===== config.mk =====
export PLATFORM = sky130hd
export DESIGN_NAME = positional_list_engine
export DESIGN_NICKNAME = d
export VERILOG_FILES = /design/src/rtl/plist_pkg.sv /design/src/rtl/plist_ctrl.sv /design/src/rtl/plist_dp.sv /design/src/rtl/positional_list_engine.sv
export SDC_FILE = /design/constraint.sdc
export NUM_CORES = 1
export LEC_CHECK = 0
export ABC_AREA = 1
export BUFFER_PORTS_ARGS = -buffer_cell sky130_fd_sc_hd__buf_4
export CAP_MARGIN = 20
export CORE_MARGIN = 2
export CORE_UTILIZATION = 55
export CTS_CLUSTER_SIZE = 30
export DETAILED_ROUTE_END_ITERATION = 16
export PLACE_DENSITY_LB_ADDON = 0.08
export SLEW_MARGIN = 20
export SYNTH_ARGS = -nofsm -noshare
export SYNTH_HDL_FRONTEND = slang
export SYNTH_HIERARCHICAL = 1
export SYNTH_SLANG_ARGS = --single-unit
export TNS_END_PERCENT = 5

===== constraint.sdc =====
create_clock -name clk -period 4.9 [get_ports clk]
set_input_delay 0.245 -clock clk [delete_from_list [all_inputs] [get_ports clk]]
set_output_delay 0.245 -clock clk [all_outputs]
set_load 0.01 [all_outputs]

===== src/rtl/plist_pkg.sv =====
// Shared types and constants for the positional list engine.
// Used by plist_ctrl, plist_dp and positional_list_engine; depends on nothing.
`default_nettype none

package plist_pkg;

    localparam int DEPTH = 16;
    localparam int WIDTH = 32;
    localparam int IDX_W = $clog2(DEPTH);
    localparam int CNT_W = $clog2(DEPTH + 1);
    localparam int MODE_W = 4;
    localparam int POS_W = 4;

    typedef enum logic [MODE_W-1:0] {
        MD_INS_HEAD = 4'd0,
        MD_INS_TAIL = 4'd1,
        MD_INS_AT   = 4'd2,
        MD_RM_HEAD  = 4'd3,
        MD_RM_TAIL  = 4'd4,
        MD_RM_AT    = 4'd5,
        MD_READ     = 4'd6,
        MD_REPLACE  = 4'd7,
        MD_EXISTS   = 4'd8,
        MD_EQUAL_AT = 4'd9,
        MD_SWAP     = 4'd10,
        MD_CLEAR    = 4'd11
    } mode_t;

    typedef enum logic [1:0] {
        ST_OK    = 2'd0,
        ST_EMPTY = 2'd1,
        ST_RANGE = 2'd2,
        ST_FULL  = 2'd3
    } status_t;

    typedef enum logic [2:0] {
        S_IDLE,
        S_CHECK,
        S_SCAN,
        S_DRAIN,
        S_PUT,
        S_RESP
    } ctl_state_t;

    // controller to datapath
    typedef struct packed {
        logic load;
        logic check;
        logic scan;
        logic put;
        logic finish;
    } ctl_cmd_t;

    // datapath to controller
    typedef struct packed {
        logic ok;
        logic scan_need;
        logic put_need;
        logic scan_last;
    } dp_stat_t;

endpackage

`default_nettype wire


===== src/rtl/plist_ctrl.sv =====
// Sequencer for the positional list engine: check, scan, drain, put, respond.
// Depends on plist_pkg.
`default_nettype none

module plist_ctrl
    import plist_pkg::*;
(
    input  wire logic     clk,
    input  wire logic     rst_n,
    input  wire logic     start,
    input  wire dp_stat_t stat,
    output logic          busy,
    output ctl_cmd_t      cmd
);

    ctl_state_t state_reg;
    ctl_state_t state_next;

    always_ff @(posedge clk or negedge rst_n)
    begin
        if (!rst_n)
        begin
            state_reg <= S_IDLE;
        end
        else
        begin
            state_reg <= state_next;
        end
    end

    always_comb
    begin
        state_next = state_reg;
        case (state_reg)
            S_IDLE:
            begin
                if (start)
                begin
                    state_next = S_CHECK;
                end
            end
            S_CHECK:
            begin
                if (stat.ok && stat.scan_need)
                begin
                    state_next = S_SCAN;
                end
                else if (stat.ok && stat.put_need)
                begin
                    state_next = S_PUT;
                end
                else
                begin
                    state_next = S_RESP;
                end
            end
            S_SCAN:
            begin
                if (stat.scan_last)
                begin
                    state_next = S_DRAIN;
                end
            end
            S_DRAIN:
            begin
                state_next = stat.put_need ? S_PUT : S_RESP;
            end
            S_PUT:
            begin
                state_next = S_RESP;
            end
            S_RESP:
            begin
                state_next = S_IDLE;
            end
            default:
            begin
                state_next = S_IDLE;
            end
        endcase
    end

    always_comb
    begin
        cmd  = '0;
        busy = 1'b1;
        case (state_reg)
            S_IDLE:
            begin
                busy     = 1'b0;
                cmd.load = start;
            end
            S_CHECK:
            begin
                cmd.check = 1'b1;
            end
            S_SCAN:
            begin
                cmd.scan = 1'b1;
            end
            S_DRAIN:
            begin
            end
            S_PUT:
            begin
                cmd.put = 1'b1;
            end
            S_RESP:
            begin
                cmd.finish = 1'b1;
            end
            default:
            begin
            end
        endcase
    end

endmodule

`default_nettype wire


===== src/rtl/plist_dp.sv =====
// Datapath of the positional list engine: entry memory, count, scan index,
// command decode and result registers. Depends on plist_pkg.
`default_nettype none

module plist_dp
    import plist_pkg::*;
(
    input  wire logic              clk,
    input  wire logic              rst_n,
    input  wire ctl_cmd_t          cmd,
    input  wire logic [MODE_W-1:0] mode,
    input  wire logic [WIDTH-1:0]  value,
    input  wire logic [POS_W-1:0]  position,
    input  wire logic [POS_W-1:0]  other_position,
    output dp_stat_t               stat,
    output logic                   done,
    output logic [WIDTH-1:0]       read_data,
    output logic                   flag,
    output logic [1:0]             status,
    output logic [CNT_W-1:0]       count
);

    logic [WIDTH-1:0] mem [DEPTH];

    mode_t            mode_reg;
    logic [WIDTH-1:0] val_reg;
    logic [IDX_W-1:0] pos_reg;
    logic [IDX_W-1:0] pos_next;
    logic [IDX_W-1:0] pos2_reg;
    logic [CNT_W-1:0] count_reg;
    logic [CNT_W-1:0] count_next;
    logic [IDX_W-1:0] idx_reg;
    logic [IDX_W-1:0] idx_next;
    logic [IDX_W-1:0] end_reg;
    logic [IDX_W-1:0] end_next;
    status_t          st_reg;
    status_t          chk_st;
    logic             rd_pend_reg;
    logic [IDX_W-1:0] rd_addr_reg;
    logic [WIDTH-1:0] rd_data_reg;
    logic [WIDTH-1:0] hold_reg;
    logic [WIDTH-1:0] res_data_reg;
    logic             flag_reg;
    logic             done_reg;

    logic             empty;
    logic             full;
    logic             pos_in;
    logic             pos2_in;
    status_t          bad1;
    status_t          bad2;
    logic [CNT_W-1:0] cnt_m1;
    logic             scan_need;
    logic             put_need;
    logic             is_ins;
    logic             is_rm;
    logic             is_swap;
    logic             hit;

    logic             we;
    logic [IDX_W-1:0] waddr;
    logic [WIDTH-1:0] wdata;

    // command decode and range checks on the latched item
    always_comb
    begin
        empty   = (count_reg == '0);
        full    = (count_reg == CNT_W'(DEPTH));
        pos_in  = ({1'b0, pos_reg} < count_reg);
        pos2_in = ({1'b0, pos2_reg} < count_reg);
        bad1    = empty ? ST_EMPTY : (pos_in ? ST_OK : ST_RANGE);
        bad2    = empty ? ST_EMPTY : (pos2_in ? ST_OK : ST_RANGE);
        cnt_m1  = count_reg - CNT_W'(1);
        is_ins  = 1'b0;
        is_rm   = 1'b0;
        is_swap = 1'b0;
        chk_st    = ST_OK;
        pos_next  = pos_reg;
        scan_need = 1'b0;
        put_need  = 1'b0;
        idx_next  = pos_reg;
        end_next  = pos_reg;
        case (mode_reg)
            MD_INS_HEAD, MD_INS_TAIL, MD_INS_AT:
            begin
                is_ins   = 1'b1;
                put_need = 1'b1;
                if (mode_reg == MD_INS_HEAD)
                begin
                    pos_next = '0;
                end
                else if (mode_reg == MD_INS_TAIL)
                begin
                    pos_next = count_reg[IDX_W-1:0];
                end
                if (full)
                begin
                    chk_st = ST_FULL;
                end
                else if (mode_reg == MD_INS_AT && {1'b0, pos_reg} > count_reg)
                begin
                    chk_st = ST_RANGE;
                end
                // move entries pos .. count-1 up, walking down from the tail
                scan_need = (count_reg > {1'b0, pos_next});
                idx_next  = cnt_m1[IDX_W-1:0];
                end_next  = pos_next;
            end
            MD_RM_HEAD, MD_RM_TAIL, MD_RM_AT:
            begin
                is_rm = 1'b1;
                if (mode_reg == MD_RM_HEAD)
                begin
                    pos_next = '0;
                end
                else if (mode_reg == MD_RM_TAIL)
                begin
                    pos_next = cnt_m1[IDX_W-1:0];
                end
                chk_st    = (mode_reg == MD_RM_AT) ? bad1 : (empty ? ST_EMPTY : ST_OK);
                scan_need = (({1'b0, pos_next} + CNT_W'(1)) < count_reg);
                idx_next  = pos_next + IDX_W'(1);
                end_next  = cnt_m1[IDX_W-1:0];
            end
            MD_READ, MD_EQUAL_AT:
            begin
                chk_st    = bad1;
                scan_need = 1'b1;
            end
            MD_REPLACE:
            begin
                chk_st   = bad1;
                put_need = 1'b1;
            end
            MD_EXISTS:
            begin
                scan_need = !empty;
                idx_next  = '0;
                end_next  = cnt_m1[IDX_W-1:0];
            end
            MD_SWAP:
            begin
                is_swap = 1'b1;
                if (pos_reg != pos2_reg)
                begin
                    chk_st = (bad1 != ST_OK) ? bad1 : bad2;
                end
                scan_need = (pos_reg != pos2_reg);
                put_need  = scan_need;
                end_next  = pos2_reg;
            end
            MD_CLEAR:
            begin
            end
            default:
            begin
            end
        endcase
    end

    assign stat.ok        = (chk_st == ST_OK);
    assign stat.scan_need = scan_need;
    assign stat.put_need  = put_need;
    assign stat.scan_last = (idx_reg == end_reg);

    assign hit = (rd_data_reg == val_reg);

    // single write port: moves and the swap's first write-back come from the
    // read pipeline, the final store comes from the put step
    always_comb
    begin
        we    = 1'b0;
        waddr = pos_reg;
        wdata = rd_data_reg;
        if (cmd.put)
        begin
            we    = 1'b1;
            waddr = is_swap ? pos2_reg : pos_reg;
            wdata = is_swap ? hold_reg : val_reg;
        end
        else if (rd_pend_reg && is_ins)
        begin
            we    = 1'b1;
            waddr = rd_addr_reg + IDX_W'(1);
        end
        else if (rd_pend_reg && is_rm)
        begin
            we    = 1'b1;
            waddr = rd_addr_reg - IDX_W'(1);
        end
        else if (rd_pend_reg && is_swap && rd_addr_reg != pos_reg)
        begin
            we    = 1'b1;
            waddr = pos_reg;
        end
    end

    always_ff @(posedge clk)
    begin
        if (we)
        begin
            mem[waddr] <= wdata;
        end
        if (cmd.scan)
        begin
            rd_data_reg <= mem[idx_reg];
        end
    end

    always_comb
    begin
        count_next = count_reg;
        if (st_reg == ST_OK)
        begin
            if (is_ins)
            begin
                count_next = count_reg + CNT_W'(1);
            end
            else if (is_rm)
            begin
                count_next = cnt_m1;
            end
            else if (mode_reg == MD_CLEAR)
            begin
                count_next = '0;
            end
        end
    end

    always_ff @(posedge clk or negedge rst_n)
    begin
        if (!rst_n)
        begin
            count_reg   <= '0;
            rd_pend_reg <= 1'b0;
            done_reg    <= 1'b0;
        end
        else
        begin
            rd_pend_reg <= cmd.scan;
            done_reg    <= cmd.finish;
            if (cmd.finish)
            begin
                count_reg <= count_next;
            end
        end
    end

    always_ff @(posedge clk)
    begin
        if (cmd.load)
        begin
            mode_reg     <= mode_t'(mode);
            val_reg      <= value;
            pos_reg      <= position[IDX_W-1:0];
            pos2_reg     <= other_position[IDX_W-1:0];
            res_data_reg <= '0;
            flag_reg     <= 1'b0;
        end
        if (cmd.check)
        begin
            st_reg  <= chk_st;
            pos_reg <= pos_next;
            idx_reg <= idx_next;
            end_reg <= end_next;
        end
        if (cmd.scan)
        begin
            rd_addr_reg <= idx_reg;
            if (is_swap)
            begin
                idx_reg <= pos2_reg;
            end
            else if (is_ins)
            begin
                idx_reg <= idx_reg - IDX_W'(1);
            end
            else
            begin
                idx_reg <= idx_reg + IDX_W'(1);
            end
        end
        if (rd_pend_reg)
        begin
            if (mode_reg == MD_READ)
            begin
                res_data_reg <= rd_data_reg;
            end
            if ((mode_reg == MD_EXISTS || mode_reg == MD_EQUAL_AT) && hit)
            begin
                flag_reg <= 1'b1;
            end
            if (is_swap && rd_addr_reg == pos_reg)
            begin
                hold_reg <= rd_data_reg;
            end
        end
    end

    assign done      = done_reg;
    assign read_data = res_data_reg;
    assign flag      = flag_reg;
    assign status    = st_reg;
    assign count     = count_reg;

endmodule

`default_nettype wire


===== src/rtl/positional_list_engine.sv =====
// Top level of the positional list engine: sequencer plus datapath.
// Depends on plist_pkg, plist_ctrl and plist_dp.
//
//  channel  | handshake        | payload
//  ---------+------------------+----------------------------------------
//  command  | start / busy     | mode, value, position, other_position
//  result   | done (1 cycle)   | read_data, flag, status, count
//
// Each item passes a check step, then a scan through the entry memory (one entry per
// cycle) and a drain step when entries are walked, then a store step when an entry
// is written, and last a respond step. busy is low again in the cycle done is high,
// so the next item may be taken then. Reset empties the list at once; entry contents
// are left as they are. done is high for a single cycle; read_data and flag hold
// until the next command is taken.
`default_nettype none

module positional_list_engine
    import plist_pkg::*;
(
    input  wire logic              clk,
    input  wire logic              rst_n,
    input  wire logic              start,
    output logic                   busy,
    input  wire logic [MODE_W-1:0] mode,
    input  wire logic [WIDTH-1:0]  value,
    input  wire logic [POS_W-1:0]  position,
    input  wire logic [POS_W-1:0]  other_position,
    output logic                   done,
    output logic [WIDTH-1:0]       read_data,
    output logic                   flag,
    output logic [1:0]             status,
    output logic [CNT_W-1:0]       count
);

    ctl_cmd_t cmd;
    dp_stat_t stat;

    plist_ctrl u_ctrl (
        .clk   (clk),
        .rst_n (rst_n),
        .start (start),
        .stat  (stat),
        .busy  (busy),
        .cmd   (cmd)
    );

    plist_dp u_dp (
        .clk            (clk),
        .rst_n          (rst_n),
        .cmd            (cmd),
        .mode           (mode),
        .value          (value),
        .position       (position),
        .other_position (other_position),
        .stat           (stat),
        .done           (done),
        .read_data      (read_data),
        .flag           (flag),
        .status         (status),
        .count          (count)
    );

endmodule

`default_nettype wire


==> run metrics, run 1 <==
cts bufs inserted=71; Worst path slowest cell=nor2_4; Layout Nets=2,410; endpoints failing hold=0; Logic pwr share=0.342; clock skew=0.0178 ns; Net Count, Synth=2,284; RSZ-0062 raised after global routing=no; pwr dens=611 nW/um^2; Crit. End Element=flop; core footprint=50,300 sq um; placed cell area=29,700 sq um; gpl congestion=0.956; vias in the first global route=17,500; number of max-cap violations=0; register share of total power=0.403; # rows=82; Slew @ Worst Pin=1.09 ns; type of the worst setup path=reg2reg; status=finished, final reports clean; post-synthesis instance total=2,213; commonest non-fill, non-tap cells in the layout=edfxtp_1 (634), nor2_1 (284), o21ai_0 (263), nand2_1 (202), buf_4 (128); final setup fails=0; max FFs per register=512; GRT Total Usage=0.272; drt wl/cell=23.6 um; H-tree depth=3; CP max FO=54; highest clock rate=284 MHz; Skew-Pair Late Insertion Delay=0.61 ns; power share of the clock group=0.254; # IOs=89; Util after Layout=0.643; grt ovf=0; Main synth FF type=edfxtp_1; switching share of power=0.375; Crit path required time=5.20 ns; Arrival @ worst endpoint=3.82 ns; post_cts resized=0; Hold WS=0.0631 ns; first-pass GRT wire length=108,000 um; Detailed Route Iter0 Violations=2,293; Area growth syn-to-layout=14.9%; P_sw=7390 uW; CP peak stage delay=0.71 ns; fin area=32,300 sq um; syn avg cell area=12.7 sq um; library cells used by synthesis=51; Slew headroom=0.269; Die Y=230 um; Netlist Area Pre-Place=28,100 sq um; final slew viol count=0; share of layout cells above drive strength 1=0.120; Async S/R FF share, synth=0.0148; Cell Int Power=12,300 uW; Yosys warning total=6; Reg clk slew, reported paths=0.06 ns; first-pass iteration count of the detailed router=6; Leak=0.0114 uW; Initial Util=0.560; setup bufs post-CTS=0; setup TNS=0 ns; largest net degree at the start of global routing=194; Detail Route Antenna Nets=0; final std cells w/o fill=3,065; IO buf count=88; TritonCTS clock tree=built; minimum clock period=3.53 ns; drt drc=0; worst hold path type=in2reg; fillcell total=3,775; CP Launch Type=flop; Reg with most FFs=u_dp/mem; Die Area=53,000 sq um; Cell Chain, Critical Path=inv_2, nand2_1, inv_1, nand2_4, nor2_1, a211oi_2, a21oi_1, nand2_1, nor2_4, buf_4; dpl cells=2,889; maximum root-to-sink buffer count=3; commonest non-fill, non-tap cell in the layout=edfxtp_1; Synth Register Bits=677; TritonCTS Sinks=677; DR vias=18,400; Post-Route WL=72,300 um; initial antenna violation count=2; CTS Root Cell=clkbuf_16; DP HPWL=44,400 um; number of enable flip-flop cells after synthesis=634; most frequent CP cell=nand2_1; CTS Hold Bufs=47; Vias per Instance=6.02; period utilization=0.719; Seq/Total Area, Yosys=0.709; DIE WIDTH=230 um; maximum vdd drop=0.000488 V
-- layout make-up --
class / count / area, sq um / share of cell area
Clock buffer: 96 / 1890 / 0.0585
Multi-Input combinational cell: 1288 / 7380 / 0.228
Clock inverter: 30 / 245 / 0.00759
Tap cell: 672 / 841 / 0.0260
Inverter: 120 / 454 / 0.0141
Antenna cell: 1 / 2.50 / 0.0000774
Sequential cell: 677 / 19900 / 0.617
Timing Repair Buffer: 181 / 1550 / 0.0480
-- power groups by stage --
| stage | sequential (uW) | combinational [uW] | clock, uW |
|---|---|---|---|
| floorplan | 7990 | 4100 | 0 |
| global placement | 8050 | 6520 | 0 |
| detailed placement | 8060 | 6620 | 0 |
| CTS | 7950 | 6680 | 5110 |
| global route | 8000 | 7330 | 5340 |
| finish | 7950 | 6760 | 5020 |
-- synthesized netlist by cell type (all sizes together) (39+ instances only) --
cell type	count	area (sq um)
edfxtp	634	19000
nor2	308	1190
o21ai	272	1370
nand2	209	807
inv	115	432
nand3	111	566
o221ai	85	744
mux2i	80	801
clkbuf	79	302
buf	49	273
o211ai	45	338
a21oi	39	199
-- through the flow --
| step | setup slack, ns | total power [uW] |
|---|---|---|
| global route | 1.12 | 20700 |
| detailed placement | 1.39 | 14700 |
| global placement | 1.50 | 14600 |
| finish | 1.37 | 19700 |
| floorplan | 1.14 | 12100 |
| CTS | 1.36 | 19700 |
-- metal layers --
layer | global-route usage | up-vias | routed length [um]
li1 | - | 8420 | -
met4 | 0.0778 | 2 | 1600
met5 | 0 | - | 4
met3 | 0.0706 | 106 | 6370
met2 | 0.401 | 728 | 32000
met1 | 0.401 | 9191 | 32300
-- cell families (layout without fill, tap and decap cells) --
kind of cell / count (synthesis) / after routing / synth area share
and+or+nand+nor: 663 / 663 / 0.0983
muxes: 80 / 80 / 0.0285
buffers and inverters: 248 / 427 / 0.0365
adders and majority gates: 24 / 24 / 0.0109
xor gates and xnor gates: 23 / 23 / 0.00716
DFF: 677 / 677 / 0.709
AOI/OAI and AO/OA: 498 / 498 / 0.110
other: 0 / 1 / 0
-- path summary, 6_finish.rpt --
check                                  from                  end  slack, ns  cells past startpoint
max                        u_dp/mode_reg[0]      u_dp/mem[2][30]       1.37                     10
max reg2reg                u_dp/mode_reg[0]      u_dp/mem[2][30]       1.37                     10
min reg2reg                       u_dp/flag            u_dp/flag       0.47                      2
min in group asynchronous             rst_n        u_dp/count[3]       0.53                      3
min                                   start  u_ctrl/state_reg[0]       0.06                      5
max in group asynchronous             rst_n  u_ctrl/state_reg[0]       3.28                      4
-- critical path: cells and delay by family, from the launching register on --
kind / cells / cell delay, ns
and+or+nand+nor: 5 / 1.81
buffers and inverters: 3 / 0.68
AOI/OAI and AO/OA: 2 / 0.28
DFF: 1 / 0.43
No activity file was read; power rests on OpenSTA's default activity.
==> run 2, diff against run 1 <==
- clock period: 4.9 -> 2.8 ns (I/O delays scaled with it)
==> run 2 against run 1 <==
Net effect: routed wire length is 2.9% higher; highest routed layer is now met4; fmax increased by 30%; largest power group unchanged; final cell count rose by 3.9%.
==> run metrics, run 2 (synthesis results as in run 1) <==
clock skew=0.0235 ns (was 0.0178 ns); TritonCTS Sinks=677 (unchanged); IO buf count=88 (unchanged); dpl cells=3,003 (was 2,889); Detail Route Antenna Nets=0 (unchanged); Post-Route WL=74,400 um (was 72,300 um); # IOs=89 (unchanged); Hold WS=0.238 ns (was 0.0631 ns); Area growth syn-to-layout=20.2% (was 14.9%); Leak=0.0122 uW (was 0.0114 uW); CP Launch Type=flop (unchanged); cts bufs inserted=71 (unchanged); CP peak stage delay=0.43 ns (was 0.71 ns); largest net degree at the start of global routing=93 (was 194); Arrival @ worst endpoint=3.00 ns (was 3.82 ns); Crit. End Element=flop (unchanged); Tot Pwr=36,200 uW (was 19,700 uW); Worst path slowest cell=edfxtp_1 (was nor2_4); register area=19,900 sq um (unchanged); final setup fails=0 (unchanged); Slew @ Worst Pin=1.00 ns (was 1.09 ns); Layout Nets=2,530 (was 2,410); area of the multi-input gates=7500 sq um (was 7380 sq um); Initial Util=0.560 (unchanged); max FFs per register=512 (unchanged); CTS Root Cell=clkbuf_16 (unchanged); commonest non-fill, non-tap cells in the layout=edfxtp_1 (634), nor2_1 (282), o21ai_0 (265), buf_4 (218), nand2_1 (192) (was edfxtp_1 (634), nor2_1 (284), o21ai_0 (263), nand2_1 (202), buf_4 (128)); Cell Chain, Critical Path=buf_4, inv_2, nand2_1, inv_1, nand2_4, nor2_1, a211oi_2, a21oi_1, nand2_1, nor2_4, buf_4 (was inv_2, nand2_1, inv_1, nand2_4, nor2_1, a211oi_2, a21oi_1, nand2_1, nor2_4, buf_4); minimum clock period=2.71 ns (was 3.53 ns); number of max-cap violations=0 (unchanged); CP max FO=14 (was 54); period utilization=0.967 (was 0.719); TritonCTS clock tree=built (unchanged); Reg clk slew, reported paths=0.06 ns (about the same); Die Area=53,000 sq um (unchanged); Vias per Instance=5.95 (was 6.02); worst hold path type=in2reg (unchanged); initial antenna violation count=6 (was 2); first-pass GRT wire length=111,000 um (was 108,000 um); share of layout cells above drive strength 1=0.172 (was 0.120); gpl congestion=0.883 (was 0.956); Detailed Route Iter0 Violations=2,302 (was 2,293); commonest non-fill, non-tap cell in the layout=edfxtp_1 (unchanged); Reg with most FFs=u_dp/mem (unchanged); fillcell total=3,615 (was 3,775); endpoints failing hold=0 (unchanged); core footprint=50,300 sq um (unchanged); final slew viol count=0 (unchanged); first-pass iteration count of the detailed router=6 (unchanged); DP HPWL=46,800 um (was 44,400 um); drt wl/cell=23.4 um (was 23.6 um); H-tree depth=3 (unchanged); vias in the first global route=18,100 (was 17,500); highest clock rate=369 MHz (was 284 MHz); Slew headroom=0.331 (was 0.269); DIE WIDTH=230 um (unchanged); RSZ-0062 raised after global routing=yes (was no); # rows=82 (unchanged); Skew-Pair Late Insertion Delay=0.62 ns (was 0.61 ns); GRT Total Usage=0.281 (was 0.272); grt ovf=0 (unchanged); Die Y=230 um (unchanged); maximum root-to-sink buffer count=3 (unchanged); maximum vdd drop=0.000678 V (was 0.000488 V); antenna fix cells=0 (was 1); DR vias=19,000 (was 18,400); status=finished, final reports clean (unchanged); pwr dens=1070 nW/um^2 (was 611 nW/um^2); drt drc=0 (unchanged); Reg2Reg Setup Slack=0.09 ns (was 1.37 ns); final std cells w/o fill=3,186 (was 3,065); type of the worst setup path=reg2reg (unchanged); Crit path required time=3.09 ns (was 5.20 ns)
## run 2: cell types whose count changed in the layout (fill, tap and decap cells not counted), sizes merged
cell,delta
inv,-1
buf,+120
bufinv,+3
clkinvlp,-2
diode,-1
clkinv,+2
## run 2: power breakdown
part / switching [uW] / internal (uW) / leakage (uW)
sequential: 478 / 13400 / 0.00613
clock: 3840 / 5350 / 0.00111
combinational: 8860 / 4320 / 0.00491
total: 13200 / 23000 / 0.0122
## run 2: through the flow
step	TNS (ns)	setup WS, ns	util	cell area, sq um
6_report	0	0.0922	0.673	33800
4_1_cts	0	0.000936	0.669	33600
5_1_grt	-7.44	-0.112	0.673	33800
3_3_place_gp	-0.174	-0.0774	0.613	30800
3_5_place_dp	-0.214	-0.0855	0.613	30800
2_1_floorplan	-216.29	-0.613	-	28100
## run 2: cell type report
| cell class | count | area share |
|---|---|---|
| Sequential cell | 677 | 0.590 |
| Multi-Input combinational cell | 1288 | 0.222 |
| Timing Repair Buffer | 301 | 0.0828 |
| Clock buffer | 96 | 0.0572 |
| Tap cell | 672 | 0.0249 |
| Inverter | 120 | 0.0135 |
| Clock inverter | 32 | 0.0101 |
## run 2: metal layers
layer,GRT usage,up-vias,part of all wire
li1,-,8689,-
met1,0.419,9400,0.44
met2,0.423,738,0.45
met3,0.0572,128,0.083
met4,0.0774,0,0.025
met5,0,-,0
## run 2: worst max-delay path, delay by kind of cell, from the launching register on
kind,cells,cell delay [ns]
AOI/OAI and AO/OA,2,0.25
and+or+nand+nor,5,0.97
DFF,1,0.43
buffers and inverters,4,0.72
## run 2: path summary, 6_finish.rpt
| kind | startpoint | cells after the start | endpoint |
|---|---|---|---|
| max | u_dp/mode_reg[0] | 11 | u_dp/mem[10][11] |
| min | value[21] | 2 | u_dp/val_reg[21] |
| max reg2reg | u_dp/mode_reg[0] | 11 | u_dp/mem[10][11] |
| min reg2reg | u_dp/rd_data_reg[1] | 0 | u_dp/hold_reg[1] |
| max in group asynchronous | rst_n | 3 | u_ctrl/state_reg[0] |
| min in group asynchronous | rst_n | 3 | u_dp/count[2] |
## run 2: repair_timing
item / in CTS / in global routing
pin swaps: 10 / 11
hold buffers: 47 / 0
setup endpoints to repair: 3 / 300
gates resized for setup: 19 / 33
buffers inserted: 3 / 5
endpoints found under the hold margin: 55 / 0
==> run 3, diff against run 2 <==
- CORE_UTILIZATION: 55 -> 29
==> run 3 against run 2 <==
Net effect: via count down 1.3%; design area up 3.5%; hold slack worse by 0.020 ns; clock skew up 0.0091 ns; global-route usage down 11 points; combinational power up 3%; final cell count up 20%; sequential power about the same; sequential cell count unchanged; total power up 3.2%; non-clock buffer count up 9; largest cell class unchanged.
==> run metrics, run 3 (synthesis results as in run 1) <==
Vias per Instance=4.91 (was 5.95); cts bufs inserted=79 (was 71); Die Area=99,500 sq um (was 53,000 sq um); period utilization=0.966 (was 0.967); commonest non-fill, non-tap cells in the layout=edfxtp_1 (634), nor2_1 (279), o21ai_0 (260), buf_4 (218), nand2_1 (185) (was edfxtp_1 (634), nor2_1 (282), o21ai_0 (265), buf_4 (218), nand2_1 (192)); Detail Route Antenna Nets=0 (unchanged); max FFs per register=512 (unchanged); Area growth syn-to-layout=24.4% (was 20.2%); IO buf count=88 (unchanged); core footprint=96,400 sq um (was 50,300 sq um); drt drc=0 (unchanged); gpl congestion=0.807 (was 0.883); largest net degree at the start of global routing=138 (was 93); highest clock rate=370 MHz (was 369 MHz); DR vias=18,700 (was 19,000); Leak=0.0124 uW (was 0.0122 uW); placed cell area=31,600 sq um (was 30,800 sq um); clock skew=0.0326 ns (was 0.0235 ns); CP Launch Type=flop (unchanged); grt ovf=0 (unchanged); type of the worst setup path=reg2reg (unchanged); Reg clk slew, reported paths=0.06 ns (about the same); TritonCTS clock tree=built (unchanged); dpl cells=3,605 (was 3,003); final std cells w/o fill=3,813 (was 3,186); maximum root-to-sink buffer count=3 (unchanged); Slew headroom=0.518 (was 0.331); vias in the first global route=18,400 (was 18,100); number of max-cap violations=0 (unchanged); area of the multi-input gates=7540 sq um (was 7500 sq um); minimum clock period=2.71 ns (about the same); Crit. End Element=flop (unchanged); register area=19,900 sq um (unchanged); fin area=35,000 sq um (was 33,800 sq um); # rows=114 (was 82); Detailed Route Iter0 Violations=1,397 (was 2,302); DP HPWL=52,700 um (was 46,800 um); Slew @ Worst Pin=0.723 ns (was 1.00 ns); Layout Nets=2,547 (was 2,530); Arrival @ worst endpoint=3.01 ns (was 3.00 ns); share of layout cells above drive strength 1=0.186 (was 0.172); # IOs=89 (unchanged); drt wl/cell=22.9 um (was 23.4 um); first-pass GRT wire length=127,000 um (was 111,000 um); endpoints failing hold=0 (unchanged); CTS Root Cell=clkbuf_16 (unchanged); pwr dens=1070 nW/um^2 (about the same); GRT Total Usage=0.173 (was 0.281); initial antenna violation count=3 (was 6); antenna fix cells=0 (unchanged); Crit path required time=3.11 ns (was 3.09 ns); H-tree depth=3 (unchanged); Die Y=315 um (was 230 um); Reg with most FFs=u_dp/mem (unchanged); maximum vdd drop=0.000497 V (was 0.000678 V); DIE WIDTH=315 um (was 230 um); commonest non-fill, non-tap cell in the layout=edfxtp_1 (unchanged); worst hold path type=in2reg (unchanged); final setup fails=0 (unchanged); first-pass iteration count of the detailed router=5 (was 6); final slew viol count=0 (unchanged); Initial Util=0.292 (was 0.560); fillcell total=9,368 (was 3,615); status=finished, final reports clean (unchanged); RSZ-0062 raised after global routing=yes (unchanged); CP max FO=26 (was 14); TritonCTS Sinks=677 (unchanged); Post-Route WL=87,300 um (was 74,400 um); Skew-Pair Late Insertion Delay=0.64 ns (was 0.62 ns)
[run 3: cell count changes in the layout (fill, tap and decap cells not counted), sizes merged]
| cell | change |
|---|---|
| clkbuf | +10 |
| clkinv | +8 |
| buf | +7 |
| bufinv | -1 |
| inv | -1 |
[run 3: cell type report]
| cell class | instances | share of cell area |
|---|---|---|
| sequential | 677 | 0.570 |
| multi-input combinational | 1288 | 0.215 |
| timing repair buffer | 310 | 0.0847 |
| clock buffer | 104 | 0.0618 |
| tap | 1276 | 0.0456 |
| inverter | 120 | 0.0131 |
| clock inverter | 38 | 0.00958 |
[run 3: per-layer routing]
layer | GRT usage | part of all wire | wire length, um
met5 | 0 | 0 | 0
met4 | 0.0405 | 0.015 | 1340
met3 | 0.0237 | 0.047 | 4110
met2 | 0.270 | 0.45 | 39100
met1 | 0.256 | 0.49 | 42700
[run 3: repair_timing]
action | in CTS | in global routing
setup buffers | 4 | 13
resized for setup | 20 | 46
pin swaps | 8 | 28
gates cloned | 0 | 2
hold buffers | 47 | 0
endpoints found under the setup margin | 3 | 506
hold endpoints to repair | 55 | 0
[run 3: worst paths after layout]
| path | start | end | slack [ns] | cells past startpoint |
|---|---|---|---|---|
| max | u_dp/mode_reg[0] | u_dp/mem[13][25] | 0.09 | 13 |
| min | value[12] | u_dp/val_reg[12] | 0.22 | 2 |
| max reg2reg | u_dp/mode_reg[0] | u_dp/mem[13][25] | 0.09 | 13 |
| min reg2reg | u_dp/rd_data_reg[1] | u_dp/hold_reg[1] | 0.45 | 0 |
| max in group asynchronous | rst_n | u_dp/count[0] | 1.81 | 3 |
| min in group asynchronous | rst_n | u_dp/rd_pend_reg | 0.60 | 3 |
[run 3: per-stage QoR]
step,hold slack (ns),util,setup slack [ns],setup TNS [ns],total power (uW)
final,0.218,0.363,0.0947,0,37400
after CTS,0.173,0.359,-0.0237,-0.653,37500
after global routing,0.188,0.363,-0.112,-3.69,39500
after global placement,-0.0118,0.327,-0.167,-0.436,27200
after floorplan,-0.156,-,-0.613,-216.29,21200
after detailed placement,-0.0102,0.327,-0.0974,-0.281,27200
[run 3: power breakdown]
group          internal (uW)  switching (uW)  total (uW)
Combinational           4380            9210       13600
Clock                   5820            4140        9970
Sequential             13400             457       13800
[run 3: critical path: stages, from the launching register on]
cell and delay (ns):
edfxtp_1 0.44, buf_4 0.17, inv_2 0.05, buf_4 0.11, nand2_1 0.11, nor2_4 0.24
nand2_2 0.12, o21ai_2 0.08, or2_1 0.11, nand2_1 0.06, nor2_2 0.20, nand2_2 0.21
nor2_4 0.20, buf_12 0.26
